[src/rtl/dvru_pkg.sv]
// ----------------------------------------------------------------------------
// Distance-vector route update - shared package
// Widths, codes and the operation record passed from front to back.
// ----------------------------------------------------------------------------
`default_nettype none

package dvru_pkg;

    localparam int NODES       = 16;
    localparam int MAX_RESULTS = 16;
    localparam int EMIT_N      = (NODES < MAX_RESULTS) ? NODES : MAX_RESULTS;
    localparam int IDX_W       = $clog2(NODES);
    localparam int COST_W      = 30;
    localparam int DELAY_W     = 16;
    localparam int NODE_W      = 4;
    localparam int MODE_W      = 2;
    localparam int QUEUE_DEPTH = 2;
    localparam int QPTR_W      = $clog2(QUEUE_DEPTH);
    localparam int PADDR_W     = 3;
    localparam int PDATA_W     = 32;

    localparam logic [COST_W-1:0] INF_COST = 30'd1000000000;

    localparam logic [MODE_W-1:0] MODE_LOAD = 2'd0;
    localparam logic [MODE_W-1:0] MODE_ADV  = 2'd1;
    localparam logic [MODE_W-1:0] MODE_READ = 2'd2;

    // Register index taken from paddr[PADDR_W-1].
    localparam logic REG_OWN_ID = 1'b0;

    typedef struct packed {
        logic [MODE_W-1:0] kind;
        logic              dest_ok;
        logic [NODE_W-1:0] dest;
        logic [NODE_W-1:0] hop;
        logic [COST_W-1:0] cost;
        logic              last;
    } op_t;

endpackage

`default_nettype wire

[src/rtl/dvru_if.sv]
// ----------------------------------------------------------------------------
// Distance-vector route update - channel interfaces
// Valid/ready channels for input items and result items.
// ----------------------------------------------------------------------------
`default_nettype none

interface dvru_in_if;
    logic                        valid;
    logic                        ready;
    logic [dvru_pkg::MODE_W-1:0]  mode;
    logic [dvru_pkg::NODE_W-1:0]  neighbor_node;
    logic [dvru_pkg::DELAY_W-1:0] link_delay;
    logic [dvru_pkg::NODE_W-1:0]  dest_index;
    logic [dvru_pkg::COST_W-1:0]  entry_cost;
    logic                        last_entry;

    modport source (output valid, mode, neighbor_node, link_delay, dest_index,
                    entry_cost, last_entry, input ready);
    modport sink (input valid, mode, neighbor_node, link_delay, dest_index,
                  entry_cost, last_entry, output ready);
endinterface

interface dvru_out_if;
    logic                       valid;
    logic                       ready;
    logic [dvru_pkg::NODE_W-1:0] out_dest;
    logic [dvru_pkg::COST_W-1:0] out_cost;
    logic [dvru_pkg::NODE_W-1:0] out_hop;
    logic [dvru_pkg::NODE_W-1:0] source_id;
    logic                       table_changed;
    logic                       out_last;

    modport source (output valid, out_dest, out_cost, out_hop, source_id,
                    table_changed, out_last, input ready);
    modport sink (input valid, out_dest, out_cost, out_hop, source_id,
                  table_changed, out_last, output ready);
endinterface

`default_nettype wire

[src/rtl/dvru_front.sv]
// ----------------------------------------------------------------------------
// Distance-vector route update - front stage
// Accepts input beats, clips costs, forms the saturating sum and classifies.
// ----------------------------------------------------------------------------
`default_nettype none

module dvru_front (
    input  logic           clk,
    input  logic           rst_n,
    dvru_in_if.sink        in_ch,
    output dvru_pkg::op_t  push_op,
    output logic           push_valid,
    input  logic           push_ready
);
    import dvru_pkg::*;

    logic                stage_valid_reg;
    logic                stage_valid_next;
    op_t                 stage_op_reg;
    op_t                 op_next;
    logic [COST_W-1:0]   cost_clip;
    logic [COST_W:0]     sum_wide;
    logic [COST_W-1:0]   sum_clip;
    logic                take;
    logic                keep;

    always_comb
    begin
        cost_clip = (in_ch.entry_cost > INF_COST) ? INF_COST : in_ch.entry_cost;
        sum_wide  = {1'b0, cost_clip} + (COST_W+1)'(in_ch.link_delay);
        sum_clip  = (sum_wide > {1'b0, INF_COST}) ? INF_COST : sum_wide[COST_W-1:0];

        op_next.kind    = in_ch.mode;
        op_next.dest_ok = (int'(in_ch.dest_index) < NODES);
        op_next.dest    = in_ch.dest_index;
        op_next.hop     = in_ch.neighbor_node;
        op_next.cost    = (in_ch.mode == MODE_ADV) ? sum_clip : cost_clip;
        op_next.last    = in_ch.last_entry;
    end

    // The unused mode code is accepted and dropped here.
    assign keep = (in_ch.mode == MODE_LOAD) || (in_ch.mode == MODE_ADV) ||
                  (in_ch.mode == MODE_READ);

    assign in_ch.ready = !stage_valid_reg || push_ready;
    assign take        = in_ch.valid && in_ch.ready;

    assign stage_valid_next = in_ch.ready ? (take && keep) : stage_valid_reg;

    always_ff @(posedge clk or negedge rst_n)
    begin
        if (!rst_n)
        begin
            stage_valid_reg <= 1'b0;
        end
        else
        begin
            stage_valid_reg <= stage_valid_next;
        end
    end

    always_ff @(posedge clk)
    begin
        if (take)
        begin
            stage_op_reg <= op_next;
        end
    end

    assign push_valid = stage_valid_reg;
    assign push_op    = stage_op_reg;

endmodule

`default_nettype wire

[src/rtl/dvru_fifo.sv]
// ----------------------------------------------------------------------------
// Distance-vector route update - operation queue
// Short queue of classified operations between the front and back parts.
// ----------------------------------------------------------------------------
`default_nettype none

module dvru_fifo (
    input  logic           clk,
    input  logic           rst_n,
    input  dvru_pkg::op_t  push_op,
    input  logic           push_valid,
    output logic           push_ready,
    output dvru_pkg::op_t  pop_op,
    output logic           pop_valid,
    input  logic           pop_ready
);
    import dvru_pkg::*;

    op_t                 mem_reg [QUEUE_DEPTH];
    logic [QPTR_W-1:0]   wr_ptr_reg;
    logic [QPTR_W-1:0]   wr_ptr_next;
    logic [QPTR_W-1:0]   rd_ptr_reg;
    logic [QPTR_W-1:0]   rd_ptr_next;
    logic [QPTR_W:0]     count_reg;
    logic [QPTR_W:0]     count_next;
    logic                do_push;
    logic                do_pop;

    assign push_ready = (count_reg != (QPTR_W+1)'(QUEUE_DEPTH));
    assign pop_valid  = (count_reg != '0);
    assign do_push    = push_valid && push_ready;
    assign do_pop     = pop_valid && pop_ready;
    assign pop_op     = mem_reg[rd_ptr_reg];

    always_comb
    begin
        wr_ptr_next = do_push ? wr_ptr_reg + 1'b1 : wr_ptr_reg;
        rd_ptr_next = do_pop ? rd_ptr_reg + 1'b1 : rd_ptr_reg;
        count_next  = count_reg;
        if (do_push && !do_pop)
        begin
            count_next = count_reg + 1'b1;
        end
        else if (do_pop && !do_push)
        begin
            count_next = count_reg - 1'b1;
        end
    end

    always_ff @(posedge clk or negedge rst_n)
    begin
        if (!rst_n)
        begin
            wr_ptr_reg <= '0;
            rd_ptr_reg <= '0;
            count_reg  <= '0;
        end
        else
        begin
            wr_ptr_reg <= wr_ptr_next;
            rd_ptr_reg <= rd_ptr_next;
            count_reg  <= count_next;
        end
    end

    always_ff @(posedge clk)
    begin
        if (do_push)
        begin
            mem_reg[wr_ptr_reg] <= push_op;
        end
    end

endmodule

`default_nettype wire

[src/rtl/dvru_back.sv]
// ----------------------------------------------------------------------------
// Distance-vector route update - back part
// Holds the routing table, relaxes entries, and emits reads and table runs.
// ----------------------------------------------------------------------------
`default_nettype none

module dvru_back (
    input  logic                        clk,
    input  logic                        rst_n,
    input  dvru_pkg::op_t               pop_op,
    input  logic                        pop_valid,
    output logic                        pop_ready,
    input  logic [dvru_pkg::NODE_W-1:0] own_id,
    dvru_out_if.source                  out_ch
);
    import dvru_pkg::*;

    localparam logic ST_RUN  = 1'b0;
    localparam logic ST_EMIT = 1'b1;

    logic [COST_W-1:0]  cost_reg [NODES];
    logic [NODE_W-1:0]  hop_reg  [NODES];
    logic               improved_reg;
    logic               improved_next;
    logic               state_reg;
    logic               state_next;
    logic [IDX_W-1:0]   idx_reg;
    logic [IDX_W-1:0]   idx_next;

    logic               out_valid_reg;
    logic               out_valid_next;
    logic [NODE_W-1:0]  out_dest_reg;
    logic [NODE_W-1:0]  out_dest_next;
    logic [COST_W-1:0]  out_cost_reg;
    logic [COST_W-1:0]  out_cost_next;
    logic [NODE_W-1:0]  out_hop_reg;
    logic [NODE_W-1:0]  out_hop_next;
    logic               out_changed_reg;
    logic               out_changed_next;
    logic               out_last_reg;
    logic               out_last_next;
    logic               load_out;

    logic               out_free;
    logic               exec;
    logic [IDX_W-1:0]   qidx;
    logic [IDX_W-1:0]   rd_idx;
    logic [COST_W-1:0]  rd_cost;
    logic [NODE_W-1:0]  rd_hop;
    logic               better;
    logic               wr_en;
    logic               emit_end;

    assign out_free  = !out_valid_reg || out_ch.ready;
    assign pop_ready = (state_reg == ST_RUN) && out_free;
    assign exec      = pop_valid && pop_ready;

    // One table read port, shared between the queued operation and the run.
    assign qidx    = IDX_W'(pop_op.dest);
    assign rd_idx  = (state_reg == ST_EMIT) ? idx_reg : qidx;
    assign rd_cost = cost_reg[rd_idx];
    assign rd_hop  = hop_reg[rd_idx];

    assign better   = pop_op.dest_ok && (rd_cost > pop_op.cost);
    assign wr_en    = exec && pop_op.dest_ok &&
                      ((pop_op.kind == MODE_LOAD) || ((pop_op.kind == MODE_ADV) && better));
    assign emit_end = (idx_reg == IDX_W'(EMIT_N - 1));

    always_comb
    begin
        state_next       = state_reg;
        idx_next         = idx_reg;
        improved_next    = improved_reg;
        load_out         = 1'b0;
        out_dest_next    = '0;
        out_cost_next    = '0;
        out_hop_next     = '0;
        out_changed_next = 1'b0;
        out_last_next    = 1'b1;

        unique case (state_reg)
            ST_RUN:
            begin
                if (exec)
                begin
                    unique case (pop_op.kind)
                        MODE_ADV:
                        begin
                            if (better)
                            begin
                                improved_next = 1'b1;
                            end
                            if (pop_op.last)
                            begin
                                if (improved_reg || better)
                                begin
                                    state_next    = ST_EMIT;
                                    idx_next      = '0;
                                    improved_next = 1'b0;
                                end
                                else
                                begin
                                    load_out = 1'b1;
                                end
                            end
                        end
                        MODE_READ:
                        begin
                            load_out      = 1'b1;
                            out_dest_next = pop_op.dest;
                            out_cost_next = pop_op.dest_ok ? rd_cost : INF_COST;
                            out_hop_next  = pop_op.dest_ok ? rd_hop : '0;
                        end
                        default:
                        begin
                        end
                    endcase
                end
            end
            ST_EMIT:
            begin
                if (out_free)
                begin
                    load_out         = 1'b1;
                    out_dest_next    = NODE_W'(idx_reg);
                    out_cost_next    = rd_cost;
                    out_hop_next     = rd_hop;
                    out_changed_next = 1'b1;
                    out_last_next    = emit_end;
                    idx_next         = idx_reg + 1'b1;
                    if (emit_end)
                    begin
                        state_next = ST_RUN;
                    end
                end
            end
            default:
            begin
                state_next = ST_RUN;
            end
        endcase

        out_valid_next = load_out || (out_valid_reg && !out_ch.ready);
    end

    always_ff @(posedge clk or negedge rst_n)
    begin
        if (!rst_n)
        begin
            for (int i = 0; i < NODES; i++)
            begin
                cost_reg[i] <= INF_COST;
                hop_reg[i]  <= NODE_W'(i);
            end
            improved_reg  <= 1'b0;
            state_reg     <= ST_RUN;
            idx_reg       <= '0;
            out_valid_reg <= 1'b0;
        end
        else
        begin
            if (wr_en)
            begin
                cost_reg[qidx] <= pop_op.cost;
                hop_reg[qidx]  <= pop_op.hop;
            end
            improved_reg  <= improved_next;
            state_reg     <= state_next;
            idx_reg       <= idx_next;
            out_valid_reg <= out_valid_next;
        end
    end

    always_ff @(posedge clk)
    begin
        if (load_out)
        begin
            out_dest_reg    <= out_dest_next;
            out_cost_reg    <= out_cost_next;
            out_hop_reg     <= out_hop_next;
            out_changed_reg <= out_changed_next;
            out_last_reg    <= out_last_next;
        end
    end

    assign out_ch.valid         = out_valid_reg;
    assign out_ch.out_dest      = out_dest_reg;
    assign out_ch.out_cost      = out_cost_reg;
    assign out_ch.out_hop       = out_hop_reg;
    assign out_ch.source_id     = own_id;
    assign out_ch.table_changed = out_changed_reg;
    assign out_ch.out_last      = out_last_reg;

endmodule

`default_nettype wire

[src/rtl/distance_vector_route_update.sv]
// ----------------------------------------------------------------------------
// Distance-vector route update - top level
// One node's Bellman-Ford routing table with load, relax and read items.
// ----------------------------------------------------------------------------
//
//  Channel   Direction  Carries
//  -------   ---------  ----------------------------------------------------
//  in_ch     sink       mode, neighbor_node, link_delay, dest_index,
//                       entry_cost, last_entry
//  out_ch    source     out_dest, out_cost, out_hop, source_id,
//                       table_changed, out_last
//  APB       slave      own_node_id at byte address 0
//
// The back part takes a stream of load, advertised-entry and read beats at
// one per cycle while its result register is free and no table run is under
// way; a beat that gives a result passes the front stage, then the queue
// entry taken by the back, before it reaches the result register.
// A table run follows a last advertised entry whose batch improved the table
// and emits EMIT_N entries in turn through its single read port; no new
// operation leaves the queue during the run, while the front keeps accepting
// until the queue and its stage are full. Reset loads the table at once
// (cost infinity, hop equal to the destination) with no clearing pass.
//
`default_nettype none

module distance_vector_route_update (
    input  logic                                   clk,
    input  logic                                   rst_n,
    // Configuration port
    input  logic                                   psel,
    input  logic                                   penable,
    input  logic                                   pwrite,
    input  logic [dvru_pkg::PADDR_W-1:0]           paddr,
    input  logic [dvru_pkg::PDATA_W-1:0]           pwdata,
    output logic [dvru_pkg::PDATA_W-1:0]           prdata,
    output logic                                   pready,
    // Item channels
    dvru_in_if.sink                                in_ch,
    dvru_out_if.source                             out_ch
);
    import dvru_pkg::*;

    logic [NODE_W-1:0] own_id_reg;
    logic [NODE_W-1:0] own_id_next;
    logic              cfg_write;
    logic              reg_sel;

    op_t               push_op;
    logic              push_valid;
    logic              push_ready;
    op_t               pop_op;
    logic              pop_valid;
    logic              pop_ready;

    // ------------------------------------------------------------------
    // Configuration registers. The register index is the word address;
    // writes to any other index are accepted and have no effect.
    // ------------------------------------------------------------------
    assign pready    = 1'b1;
    assign reg_sel   = paddr[PADDR_W-1];
    assign cfg_write = psel && penable && pwrite && pready;

    assign own_id_next = (cfg_write && (reg_sel == REG_OWN_ID)) ?
                         pwdata[NODE_W-1:0] : own_id_reg;

    always_ff @(posedge clk or negedge rst_n)
    begin
        if (!rst_n)
        begin
            own_id_reg <= '0;
        end
        else
        begin
            own_id_reg <= own_id_next;
        end
    end

    assign prdata = (reg_sel == REG_OWN_ID) ? PDATA_W'(own_id_reg) : '0;

    // ------------------------------------------------------------------
    // Front part: accepts beats, clips the cost at infinity, forms the
    // saturating advertised sum and drops the unused mode.
    // ------------------------------------------------------------------
    dvru_front u_front (
        .clk        (clk),
        .rst_n      (rst_n),
        .in_ch      (in_ch),
        .push_op    (push_op),
        .push_valid (push_valid),
        .push_ready (push_ready)
    );

    // ------------------------------------------------------------------
    // Queue between the two parts, so that a table run stalls only the
    // back while the front goes on taking beats.
    // ------------------------------------------------------------------
    dvru_fifo u_fifo (
        .clk        (clk),
        .rst_n      (rst_n),
        .push_op    (push_op),
        .push_valid (push_valid),
        .push_ready (push_ready),
        .pop_op     (pop_op),
        .pop_valid  (pop_valid),
        .pop_ready  (pop_ready)
    );

    // ------------------------------------------------------------------
    // Back part: the table itself, the compare-and-replace relaxation,
    // the improvement flag and the result register.
    // ------------------------------------------------------------------
    dvru_back u_back (
        .clk       (clk),
        .rst_n     (rst_n),
        .pop_op    (pop_op),
        .pop_valid (pop_valid),
        .pop_ready (pop_ready),
        .own_id    (own_id_reg),
        .out_ch    (out_ch)
    );

endmodule

`default_nettype wire

[src/flat_wrapper.sv]
// flat-port wrapper written by rule: the top's interface ports become plain ports
module distance_vector_route_update_flat import dvru_pkg::*;
  (clk, rst_n, psel, penable, pwrite, paddr, pwdata, prdata, pready, in_ch_valid, in_ch_mode, in_ch_neighbor_node, in_ch_link_delay, in_ch_dest_index, in_ch_entry_cost, in_ch_last_entry, in_ch_ready, out_ch_valid, out_ch_out_dest, out_ch_out_cost, out_ch_out_hop, out_ch_source_id, out_ch_table_changed, out_ch_out_last, out_ch_ready);
  dvru_in_if in_ch_i ();
  dvru_out_if out_ch_i ();
  input  logic clk;
  input  logic rst_n;
  input  logic psel;
  input  logic penable;
  input  logic pwrite;
  input  logic [dvru_pkg::PADDR_W-1:0] paddr;
  input  logic [dvru_pkg::PDATA_W-1:0] pwdata;
  output logic [dvru_pkg::PDATA_W-1:0] prdata;
  output logic pready;
  input wire logic [$bits(in_ch_i.valid)-1:0] in_ch_valid;
  input wire logic [$bits(in_ch_i.mode)-1:0] in_ch_mode;
  input wire logic [$bits(in_ch_i.neighbor_node)-1:0] in_ch_neighbor_node;
  input wire logic [$bits(in_ch_i.link_delay)-1:0] in_ch_link_delay;
  input wire logic [$bits(in_ch_i.dest_index)-1:0] in_ch_dest_index;
  input wire logic [$bits(in_ch_i.entry_cost)-1:0] in_ch_entry_cost;
  input wire logic [$bits(in_ch_i.last_entry)-1:0] in_ch_last_entry;
  output wire logic [$bits(in_ch_i.ready)-1:0] in_ch_ready;
  output wire logic [$bits(out_ch_i.valid)-1:0] out_ch_valid;
  output wire logic [$bits(out_ch_i.out_dest)-1:0] out_ch_out_dest;
  output wire logic [$bits(out_ch_i.out_cost)-1:0] out_ch_out_cost;
  output wire logic [$bits(out_ch_i.out_hop)-1:0] out_ch_out_hop;
  output wire logic [$bits(out_ch_i.source_id)-1:0] out_ch_source_id;
  output wire logic [$bits(out_ch_i.table_changed)-1:0] out_ch_table_changed;
  output wire logic [$bits(out_ch_i.out_last)-1:0] out_ch_out_last;
  input wire logic [$bits(out_ch_i.ready)-1:0] out_ch_ready;
  assign in_ch_i.valid = in_ch_valid;
  assign in_ch_i.mode = in_ch_mode;
  assign in_ch_i.neighbor_node = in_ch_neighbor_node;
  assign in_ch_i.link_delay = in_ch_link_delay;
  assign in_ch_i.dest_index = in_ch_dest_index;
  assign in_ch_i.entry_cost = in_ch_entry_cost;
  assign in_ch_i.last_entry = in_ch_last_entry;
  assign in_ch_ready = in_ch_i.ready;
  assign out_ch_valid = out_ch_i.valid;
  assign out_ch_out_dest = out_ch_i.out_dest;
  assign out_ch_out_cost = out_ch_i.out_cost;
  assign out_ch_out_hop = out_ch_i.out_hop;
  assign out_ch_source_id = out_ch_i.source_id;
  assign out_ch_table_changed = out_ch_i.table_changed;
  assign out_ch_out_last = out_ch_i.out_last;
  assign out_ch_i.ready = out_ch_ready;
  distance_vector_route_update u_core (.clk(clk), .rst_n(rst_n), .psel(psel), .penable(penable), .pwrite(pwrite), .paddr(paddr), .pwdata(pwdata), .prdata(prdata), .pready(pready), .in_ch(in_ch_i), .out_ch(out_ch_i));
endmodule
[config.mk]
export PLATFORM = sky130hd
export DESIGN_NAME = distance_vector_route_update_flat
export DESIGN_NICKNAME = d
export VERILOG_FILES = /design/src/rtl/dvru_pkg.sv /design/src/rtl/dvru_if.sv /design/src/rtl/dvru_front.sv /design/src/rtl/dvru_fifo.sv /design/src/rtl/dvru_back.sv /design/src/rtl/distance_vector_route_update.sv /design/src/flat_wrapper.sv
export SDC_FILE = /design/constraint.sdc
export NUM_CORES = 1
export LEC_CHECK = 0
export BUFFER_PORTS_ARGS = -buffer_cell sky130_fd_sc_hd__buf_4
export CORE_UTILIZATION = 45
export CTS_CLUSTER_SIZE = 30
export DETAILED_ROUTE_END_ITERATION = 12
export GPL_TIMING_DRIVEN = 0
export HOLD_SLACK_MARGIN = 0.1
export MAX_ROUTING_LAYER = met4
export SETUP_SLACK_MARGIN = 0.15
export SLEW_MARGIN = 0
export SYNTH_ARGS = -nofsm -noshare
export SYNTH_HDL_FRONTEND = slang
export SYNTH_HIERARCHICAL = 1
export SYNTH_SLANG_ARGS = --single-unit
[constraint.sdc]
create_clock -name clk -period 9.1 [get_ports clk]
set_clock_uncertainty 0.2 [all_clocks]
set_input_delay 0.455 -clock clk [delete_from_list [all_inputs] [get_ports clk]]
set_output_delay 0.455 -clock clk [all_outputs]
set_load 0.02 [all_outputs]
==> impl_metrics.yaml <==
synth:
  synth_edf_count: 165
  synth_cells: 2437
  syn-cell-area_sq_um: 36510
  synth-seq-cells: 725
  synth_area_leader_cell: "dfrtp_1"
  yosys_warnings: 6
  yosys-top-cells-count: "421 x mux2_2, 320 x dfrtp_1, 240 x dfstp_2"
  synth_async_sr_flop_share_pct: 77.24
  ys_seq_area_share_pct: 52.77
  synth.most_common_cell: "mux2_2"
  synth_ff_type: "dfrtp_1"
  netlist.area_leader.share_pct: 21.93
  ys_types: 105
  syn_avg_cell_area_sq_um: 14.98
  synthTopCellsByArea: "dfrtp_1 22%, dfstp_2 17%, edfxtp_1 14%, mux2_2 13%, mux4_2 8.4%"
sta:
  worst_hold_slack_ns: 0.1510
  hold_violations: 0
  drv_slew: 0
  fmax_ghz: 0.1281
  tightest_slew_ns: 1.174
  setup_violations: 0
  setup_slack_ns: 1.294
  period_share_pct: 85.78
  rsz0062_at_grt: "no"
  min_period_ns: 7.806
  relSlewSlack_pct: 19.51
grt:
  grt_pass1_wl_um: 148600
  first_global_vias: 23250
  overflow: 0
  grtUsageTotal_pct: 24.97
  antenna_found_initial: 0
  grt_max_degree: 102
die:
  initial_core_util_pct: 45.41
  core_sq_um: 80420
  die_y_um: 286.9
  dieArea_sq_um: 82290
  num_rows: 104
  die_width_um: 286.9
  ios: 178
place:
  gp_congestion: 0.9279
  pre_cts_ws_ns: 1.381
  hpwl_um: 70510
  io_buffers: 114
  dpl-instance-area_sq_um: 39120
critical_path:
  critical-path-slowest-cell: "mux2i_2"
  startpoint_type: "register"
  cp_common_cell: "clkbuf_1"
  crit_path_start: "u_core/u_fifo/rd_ptr_reg"
  reg2reg_from: "u_core/u_fifo/rd_ptr_reg"
  endpoint_kind: "register"
  critPathBufInv: 5
  slowest_delay_ns: 0.91
  crit_family: "compound AO/OA/AOI/OAI gates"
  worstPathRequired_ns: 9.39
  arrival_ns: 8.10
  crit_type: "register to register"
  worstPathCellList: "buf_6, buf_12, mux2_4, clkbuf_1, mux2i_2, clkbuf_1, mux4_2, a211oi_1, a31oi_1, ha_1, a21oi_1, o21ai_0, a221oi_2, nand2_4, o31ai_4, buf_2, mux2_2"
  crit_fanout: 10
clock_tree:
  cts-resized-gates: 0
  clk_latency_ns: 0.64
  post-cts-setup-buffer-count: 0
  clockRootBuffer: "clkbuf_16"
  clock-sinks: 725
  htreeDepth: 3
  clockBufferDepth: 3
  cts_buffers: 80
  cts_tree: "yes"
  clk_pin_slew_ns: 0.06
finish:
  n_antenna_cell: 0
  fin_area_sq_um: 42250
  seq_area_sq_um: 19270
  multi_input_area_sq_um: 15730
  n_fill_cell: 6682
  layout-drive-gt1-share_pct: 50.93
  largest_reg_flops: 480
  area_delta_synth_final_pct: 15.72
  fin_nets: 2866
route:
  vias_per_cell: 5.696
  drt-total-wl_um: 99020
  wire_per_inst_um: 25.77
  dr.pass1.iters: 7
  drc: 0
  drtIter0Drc: 1524
  vias: 21880
  ant_nets: 0
power:
  ir_drop_mv: 0.1587
  power_density_nw_per_um2: 318.6
  p_leak_nw: 18.10
hold_path:
  hold_class: "input port to register"
  hold_path_startpoint: "in_ch_entry_cost[17]"
run_status:
  status: "complete, no violations"
job:
  maxCapViolations: 0
stage by stage:
stage / TNS, ns / power (mW) / cells / util (%)
after floorplan: 0 / 8.190 / 2464 / -
after global placement: -0.2217 / 9.962 / 3638 / 48.25
after detailed placement: 0 / 10.19 / 3649 / 48.65
after CTS: 0 / 13.54 / 3842 / 52.54
after global routing: 0 / 14.08 / 3842 / 52.54
final: 0 / 13.46 / 3842 / 52.54
path summary, 6_finish.rpt:
kind,cells after the start,to,slack [ns]
setup / recovery,17,u_core/u_back/cost_reg[37],1.29
hold / removal,4,u_core/u_front/push_op[18],0.15
setup reg to reg,17,u_core/u_back/cost_reg[37],1.29
hold reg to reg,0,u_core/u_fifo/mem_reg[1][1],0.24
max in group asynchronous,4,u_core/u_back/cost_reg[5],6.98
min in group asynchronous,2,u_core/u_back/cost_reg[262],0.26
layer usage:
metal  up-vias  track usage, %  part of all wire (%)
met2       636           40.71                    49
met4         0           7.660                   2.9
li1       9616               -                     -
met5         -               -                     0
met3       149           4.024                   5.0
met1     11480           32.03                    43
power breakdown:
part	leakage [nW]	switching, mW	internal, mW
Clock	1.33	1.34	1.95
Sequential	8.41	0.362	4.37
Combinational	8.36	3.27	2.18
Total	18.1	4.97	8.50
cells by family after synthesis:
family / count (synthesis) / share of synthesized area, %
compound gates: 270 / 6.384
xor+xnor: 33 / 0.7915
fa+ha+maj: 52 / 1.802
buf+inv: 261 / 4.513
flops: 725 / 52.77
mux: 738 / 28.52
other cells: 3 / 0.03084
simple gates: 355 / 5.188
layout make-up:
cell class                 instances  area share, %
buffer                           217          3.509
clock buffer                     124          5.694
clock inverter                    25         0.6811
inverter                          44         0.3909
multi-input combinational       1478          37.22
sequential                       725          45.60
tap                             1060          3.139
timing repair buffer             169          3.767
placed cells by master (no fill, tap or decap), types with 10 or more instances in the layout:
cell,n
xnor2_1,17
dfrtp_1,320
nand4_1,12
o21ai_0,19
clkinv_2,13
mux4_2,136
and2_1,65
buf_6,32
clkbuf_1,102
inv_1,44
nand2b_1,12
buf_4,184
o21a_1,18
nor3_1,14
mux2i_1,10
ha_1,51
dlygate4sd3_1,46
a211oi_1,45
mux2_2,421
mux2_1,15
xor2_1,16
mux2_4,155
clkbuf_16,84
conb_1,30
a21oi_1,40
a31oi_1,34
buf_2,21
dfstp_2,240
nor2_1,41
nand2_1,127
nand3_1,23
a32oi_1,11
edfxtp_1,165
clkbuf_8,18
worst min-delay path, cell delays in order:
cell	delay (ns)
clkbuf_8	0.14
nor2_1	0.06
o21ai_0	0.07
o41a_1	0.14
what timing repair did:
| action | in CTS | in global routing |
|---|---|---|
| hold buffers | 44 | 0 |
| hold endpoints to repair | 123 | 0 |
| endpoints found under the setup margin | 0 | 0 |
No activity file was read; power rests on OpenSTA's default activity.
